`src/rtl/srpg_pkg.sv`:
```
package srpg_pkg;

  typedef enum logic [1:0] {
    CMD_TICK = 2'd0,
    CMD_MOVE = 2'd1,
    CMD_VAC  = 2'd2,
    CMD_NONE = 2'd3
  } cmd_e;

  localparam logic CFG_START_INTERVAL = 1'b0;
  localparam logic CFG_DECEL_STEPS    = 1'b1;

  localparam int CFG_W      = 16;
  localparam int POS_W      = 20;
  localparam int STEPS_W    = 21;
  localparam int SPEED_W    = 16;
  localparam int FIELD_AXES = 3;

  localparam logic [CFG_W-1:0] START_INTERVAL_RST = 16'd150;
  localparam logic [CFG_W-1:0] DECEL_STEPS_RST    = 16'd100;

  localparam int IN_DATA_W  = 80;
  localparam int OUT_DATA_W = 8;

endpackage

```
`src/rtl/stepper_ramp_pulse_generator_unit.sv`:
```
// Pipeline: each input transaction is registered into stage 1, and its result is then
// registered in the output register, where the master side can take it. Throughput: one
// transaction per cycle while the master side does not hold back a result; the axis state
// row is kept in a one-entry synchronous memory, and a write-back of the previous item is
// forwarded to the next read. Reset: asynchronous, active low; clears all axis state, the
// vacuum level and the pipeline, and loads the configuration registers with their default values.
module stepper_ramp_pulse_generator_unit #(
  parameter int NUM_AXES      = 3,
  parameter int INTERVAL_BITS = 16
) (
  input  logic                               clk_i,
  input  logic                               rst_ni,
  input  logic                               s_axis_tvalid_i,
  output logic                               s_axis_tready_o,
  // target_x, target_y, target_z, speed, vacuum_on, zero fill
  input  logic [srpg_pkg::IN_DATA_W-1:0]     s_axis_tdata_i,
  // command
  input  logic [1:0]                         s_axis_tuser_i,
  output logic                               m_axis_tvalid_o,
  input  logic                               m_axis_tready_i,
  // step_x, step_y, step_z, dir_x, dir_y, dir_z, vacuum, busy_res
  output logic [srpg_pkg::OUT_DATA_W-1:0]    m_axis_tdata_o,
  input  logic                               cfg_we_i,
  input  logic                               cfg_idx_i,
  input  logic [srpg_pkg::CFG_W-1:0]         cfg_wdata_i
);

  localparam int IB  = INTERVAL_BITS;
  localparam int PW  = srpg_pkg::POS_W;
  localparam int SW  = srpg_pkg::STEPS_W;
  localparam int FA  = srpg_pkg::FIELD_AXES;

  typedef struct packed {
    logic                 pin;
    logic                 dir;
    logic [SW-1:0]        steps;
    logic [IB-1:0]        tick;
    logic [IB-1:0]        ivl;
    logic [IB-1:0]        goal;
    logic signed [PW-1:0] pos;
  } axis_t;

  typedef struct packed {
    axis_t [NUM_AXES-1:0] ax;
    logic                 vac;
  } row_t;

  logic [srpg_pkg::CFG_W-1:0] start_q, decel_q;

  logic               s1_valid_q;
  srpg_pkg::cmd_e     s1_cmd_q;
  logic [srpg_pkg::IN_DATA_W-1:0] s1_data_q;
  logic               use_fwd_q;
  row_t               fwd_q, rd_q, cur, nxt;
  row_t               mem_q [1];
  logic               mem_valid_q;

  logic               out_valid_q;
  logic [srpg_pkg::OUT_DATA_W-1:0] out_q, out_d;

  logic               s1_fire, in_fire;
  axis_t [NUM_AXES-1:0] tick_ax, move_ax;
  logic signed [PW-1:0] tgt [FA];
  logic [IB-1:0]      goal_v, start_v;
  logic [NUM_AXES-1:0] busy_v;

  assign s1_fire         = s1_valid_q && (!out_valid_q || m_axis_tready_i);
  assign s_axis_tready_o = !s1_valid_q || s1_fire;
  assign in_fire         = s_axis_tvalid_i && s_axis_tready_o;
  assign m_axis_tvalid_o = out_valid_q;
  assign m_axis_tdata_o  = out_q;

  always_ff @(posedge clk_i or negedge rst_ni) begin
    if (!rst_ni) begin
      start_q <= srpg_pkg::START_INTERVAL_RST;
      decel_q <= srpg_pkg::DECEL_STEPS_RST;
    end else if (cfg_we_i) begin
      unique case (cfg_idx_i)
        srpg_pkg::CFG_START_INTERVAL: start_q <= cfg_wdata_i;
        srpg_pkg::CFG_DECEL_STEPS:    decel_q <= cfg_wdata_i;
      endcase
    end
  end

  always_ff @(posedge clk_i or negedge rst_ni) begin
    if (!rst_ni) begin
      s1_valid_q  <= 1'b0;
      use_fwd_q   <= 1'b0;
      mem_valid_q <= 1'b0;
      out_valid_q <= 1'b0;
    end else begin
      if (in_fire) begin
        s1_valid_q <= 1'b1;
        use_fwd_q  <= s1_fire;
      end else if (s1_fire) begin
        s1_valid_q <= 1'b0;
      end
      if (s1_fire) begin
        mem_valid_q <= 1'b1;
        out_valid_q <= 1'b1;
      end else if (m_axis_tready_i) begin
        out_valid_q <= 1'b0;
      end
    end
  end

  always_ff @(posedge clk_i) begin
    if (s1_fire) begin
      mem_q[0] <= nxt;
    end
  end

  always_ff @(posedge clk_i) begin
    if (in_fire) begin
      s1_cmd_q  <= srpg_pkg::cmd_e'(s_axis_tuser_i);
      s1_data_q <= s_axis_tdata_i;
      fwd_q     <= nxt;
      rd_q      <= mem_valid_q ? mem_q[0] : '0;
    end
    if (s1_fire) begin
      out_q <= out_d;
    end
  end

  assign cur = use_fwd_q ? fwd_q : rd_q;

  assign tgt[0] = s1_data_q[PW-1:0];
  assign tgt[1] = s1_data_q[2*PW-1:PW];
  assign tgt[2] = s1_data_q[3*PW-1:2*PW];

  always_comb begin
    goal_v  = IB'(s1_data_q[3*PW+srpg_pkg::SPEED_W-1:3*PW]);
    start_v = IB'(start_q);
    if (goal_v == '0) begin
      goal_v = IB'(1);
    end
    if (start_v == '0) begin
      start_v = IB'(1);
    end
  end

  for (genvar a = 0; a < NUM_AXES; a++) begin : g_axis
    always_comb begin
      logic [IB-1:0] t;
      logic [SW-1:0] sl;
      t  = cur.ax[a].tick + 1'b1;
      sl = cur.ax[a].steps - 1'b1;
      tick_ax[a] = cur.ax[a];
      if (cur.ax[a].steps != '0) begin
        if (t == cur.ax[a].ivl) begin
          tick_ax[a].tick = '0;
          if (cur.ax[a].pin) begin
            tick_ax[a].pin   = 1'b0;
            tick_ax[a].steps = sl;
            if (cur.ax[a].ivl > cur.ax[a].goal && sl > SW'(decel_q)) begin
              tick_ax[a].ivl = cur.ax[a].ivl - 1'b1;
            end else if (cur.ax[a].ivl != '1) begin
              tick_ax[a].ivl = cur.ax[a].ivl + 1'b1;
            end
          end else begin
            tick_ax[a].pin = 1'b1;
          end
        end else begin
          tick_ax[a].tick = t;
        end
      end
    end

    if (a < FA) begin : g_move
      always_comb begin
        logic signed [SW-1:0] delta;
        delta = {tgt[a][PW-1], tgt[a]} - {cur.ax[a].pos[PW-1], cur.ax[a].pos};
        move_ax[a]      = cur.ax[a];
        move_ax[a].pos  = tgt[a];
        move_ax[a].ivl  = start_v;
        move_ax[a].goal = goal_v;
        if (delta[SW-1]) begin
          move_ax[a].dir   = 1'b0;
          move_ax[a].steps = -delta;
        end else begin
          move_ax[a].dir   = 1'b1;
          move_ax[a].steps = delta;
        end
      end
    end else begin : g_idle
      always_comb begin
        move_ax[a]      = cur.ax[a];
        move_ax[a].ivl  = start_v;
        move_ax[a].goal = goal_v;
      end
    end

    assign busy_v[a] = (nxt.ax[a].steps != '0);
  end

  always_comb begin
    nxt = cur;
    unique case (s1_cmd_q)
      srpg_pkg::CMD_TICK: nxt.ax = tick_ax;
      srpg_pkg::CMD_MOVE: nxt.ax = move_ax;
      srpg_pkg::CMD_VAC:  nxt.vac = s1_data_q[3*PW+srpg_pkg::SPEED_W];
      srpg_pkg::CMD_NONE: nxt = cur;
    endcase
  end

  always_comb begin
    out_d = '0;
    for (int a = 0; a < FA; a++) begin
      if (a < NUM_AXES) begin
        out_d[a]      = nxt.ax[a].pin;
        out_d[FA + a] = nxt.ax[a].dir;
      end
    end
    out_d[2*FA]     = nxt.vac;
    out_d[2*FA + 1] = |busy_v;
  end

endmodule

```
`config.mk`:
```
export PLATFORM = sky130hd
export DESIGN_NAME = stepper_ramp_pulse_generator_unit
export DESIGN_NICKNAME = d
export VERILOG_FILES = /design/src/rtl/srpg_pkg.sv /design/src/rtl/stepper_ramp_pulse_generator_unit.sv
export SDC_FILE = /design/constraint.sdc
export NUM_CORES = 2
export LEC_CHECK = 0
export BUFFER_PORTS_ARGS = -buffer_cell sky130_fd_sc_hd__buf_2
export CORE_MARGIN = 1
export CORE_UTILIZATION = 52
export DETAILED_ROUTE_END_ITERATION = 16
export GPL_ROUTABILITY_DRIVEN = 0
export HOLD_SLACK_MARGIN = 0.08
export PLACE_DENSITY = 0.71
export SLEW_MARGIN = 10
export SYNTH_ARGS = -nofsm -noshare
export SYNTH_HDL_FRONTEND = slang
export SYNTH_SLANG_ARGS = --single-unit
```
`constraint.sdc`:
```
create_clock -name clk_i -period 19.4 [get_ports clk_i]
set_clock_uncertainty 0.2 [all_clocks]
set_input_delay 0.97 -clock clk_i [delete_from_list [all_inputs] [get_ports clk_i]]
set_output_delay 0.97 -clock clk_i [all_outputs]
set_load 0.05 [all_outputs]
```
==> impl_metrics.ini <==
[status]
outcome = completed

[sta]
worst_pin_slew_ns = 1.34
finalHoldViolCount = 0
slew_violations = 0
tns_ns = 0
max_freq_mhz = 122
min_period_over_period_pct = 42.2
rsz0062_at_grt = no
period_minus_slack_ns = 8.20
setup_violations = 0
slew_headroom_pct = 10.1

[setup_path]
r2r_end = m_axis_tdata_o[7]
arrival_ns = 8.40
critical_path_class = reg -> reg
cp-startpoint = use_fwd_q
rr_worst_depth = 16
endpoint_kind = flop
crit_fanout = 48
rrSetupSlack_ns = 11.20
crit_required_ns = 19.60
worstSetupEndpoint = m_axis_tdata_o[7]
start_kind = flop
reg2reg_from = use_fwd_q

[route]
first_pass_iters = 6
drc = 0
routedWlPerCell_um = 23.1
vias = 37100
wirelength_mm = 136
viasPerCell = 6.29
drt_iter0_markers = 3888
postRouteAntennaNets = 0

[global_routing]
use_met1_pct = 38.6
globalRouteOverflowTotal = 0
grt_pass1_wl_mm = 209
grt_max_degree = 212
grt_pass1_vias = 35100
grt.busiest_layer = met2
met3_usage_pct = 4.70
grt.met2_usage_pct = 41.2
track_usage_pct = 26.9
antenna_found_initial = 3

[power_and_ir_drop]
ir_worst_vdd_mv = 0.0830
p_comb_share_pct = 25.9
seq_power_share_pct = 42.8
p_per_area_nw_per_um2 = 109
p_switching_w = 0.00196
p_sw_share_pct = 31.5
p_leak_nw = 20.3
intPower_w = 0.00425
power_frac_clock_pct = 31.3

[cts]
cts_buffers = 101
clock_sinks = 938
cts_root_buf = clkbuf_16
post_cts_buffers = 0
cts_tree = yes
clk_pin_slew_ns = 0.06
cts_max_level = 3
clk-insertion-delay-late_ns = 0.70
postCtsHoldBufs = 0
clockBufferDepth = 3
cts_resized = 0

[run]
cap_violations = 0

[synthesis]
synth-seq-cells = 938
yosys_most_used_dff = edfxtp_1
netlist_instances = 4460
synthArstFlopShare_pct = 3.84
syn_area_per_cell_um2 = 11.6
syn-cell-area_um2 = 51700
ys_warn_count = 0
synth_cell_type_count = 111
yosys.area.top_type = edfxtp_1
synth.area.top_cells = edfxtp_1 (52%), mux2i_1 (5.5%), ha_1 (4.2%)
yosysTopAreaCellShare_pct = 52.4
synth_edf_count = 902
ys_seq_area_share_pct = 54.1
syn-num-nets = 4739

[placement]
dpl.hpwl_mm = 93.0
portBuffers = 110

[finish]
syn2layout_area_growth_pct = 9.65
fin_nets = 4797
utilization_pct = 57.6
drive_gt1_share_pct = 10.7

[die]
rows = 115
initial_core_util_pct = 52.5
die_y_um = 317
io-pin-count = 114
die-area_um2 = 101000
core_um2 = 98400
die_w_um = 317

[min_path]
min_path_type = in -> async
synth_stat cells (37+ instances only):
cell and number:
inv_1 114, nand3_1 100, a221oi_1 38, o21ai_0 169, xor2_1 78, nand4_1 64
edfxtp_1 902, nor3_1 99, clkbuf_1 136, ha_1 172, a21o_1 46, a21oi_1 321
o21a_1 49, mux2_2 79, a31oi_1 37, nor2_1 325, nor4_1 45, mux2i_1 285
xnor2_1 143, and2_1 300, nand2_1 236
layer usage:
metal / vias to the layer above / part of all wire, %
li1: 17000 / -
met1: 18200 / 44
met2: 1586 / 45
met3: 262 / 8.2
met4: 6 / 3.2
met5: - / 0.029
placed cells by master, fill, tap and decap left out, drive strengths merged, types with 33 or more instances in the layout:
| cell type | instances |
|---|---|
| inv | 123 |
| xor2 | 78 |
| nor2b | 34 |
| nand3 | 102 |
| o21a | 49 |
| and2 | 300 |
| a21o | 46 |
| nor2 | 327 |
| nand2 | 237 |
| clkbuf | 133 |
| nor3 | 101 |
| xnor2 | 144 |
| o22ai | 35 |
| buf | 163 |
| mux2 | 79 |
| edfxtp | 902 |
| a31oi | 37 |
| clkinv | 39 |
| nand2b | 35 |
| a21oi | 321 |
| a22oi | 33 |
| o21ai | 177 |
| a221oi | 39 |
| ha | 172 |
| nor4 | 48 |
| mux2i | 300 |
| nand4 | 66 |
power groups by stage:
stage / clock [W] / combinational (W) / sequential [W]
2_1_floorplan: 0 / 0.00117 / 0.00272
6_report: 0.00194 / 0.00161 / 0.00266
4_1_cts: 0.00197 / 0.00158 / 0.00265
3_5_place_dp: 0 / 0.00157 / 0.00269
5_1_grt: 0.00205 / 0.00175 / 0.00268
3_3_place_gp: 0 / 0.00154 / 0.00268
layout make-up:
type | instances | area [um^2]
multi-input cells | 3194 | 22300
well taps | 1287 | 1610
diodes | 1 | 2.50
clock buffers | 133 | 2780
repair buffers | 163 | 998
inverters | 120 | 450
fillers | 8200 | 41700
clock inverters | 57 | 589
flip-flops and latches | 938 | 28000
flip-flops by register name (all words and copies together), names as in the netlist:
register         cells
start_q             16
use_fwd_q            1
decel_q             16
s1_cmd_q             2
s1_data_q           77
m_axis_tvalid_o      1
s1_valid_q           1
rd_q               274
m_axis_tdata_o       8
mem_valid_q          1
mem_q              267
fwd_q              274
how the worst min path moves through the flow:
stage,to,slack [ns],depth (start not counted)
2_1_floorplan,m_axis_tvalid_o,0.25,1
3_3_place_gp,m_axis_tvalid_o,0.27,1
3_5_place_dp,m_axis_tvalid_o,0.29,1
4_1_cts,m_axis_tvalid_o,0.20,1
5_1_grt,s1_data_q[13],0.22,1
6_report,m_axis_tvalid_o,0.21,1
worst max-delay path, stage by stage, from the launching register on:
cell	delay (ns)
dfrtp_4	0.77
buf_4	0.49
buf_4	0.61
mux2i_1	0.76
clkinv_1	0.52
xnor2_1	0.25
or3b_2	0.47
o41ai_1	0.09
a31oi_1	0.21
or4_1	0.82
nor3_1	0.80
a21oi_1	0.15
o21ai_0	0.23
o221ai_1	0.19
nor4_1	0.87
and4_1	0.32
nand4_1	0.12
per-stage QoR:
step | setup slack, ns | instances | power (W) | instance area (um^2) | hold slack [ns]
floorplan | 2.46 | 4460 | 0.00389 | 51700 | 0.249
global placement | 11.47 | 5702 | 0.00422 | 53300 | 0.275
detailed placement | 11.42 | 5702 | 0.00427 | 53300 | 0.287
CTS | 11.42 | 5892 | 0.00621 | 56700 | 0.202
global route | 11.11 | 5892 | 0.00647 | 56700 | 0.222
finish | 11.20 | 5893 | 0.00620 | 56700 | 0.205
kinds of logic after synthesis:
logic type,count (synthesis),share of synthesized area (%)
XOR/XNOR,222,3.77
buffers and inverters,328,2.87
AND/OR/NAND/NOR,1443,15.0
AO/OA/AOI/OAI,975,12.2
flip-flops,938,54.1
adder cells (fa/ha/maj),175,4.28
multiplexers,379,7.70
Note: power is estimated with default switching activity, not from simulation.
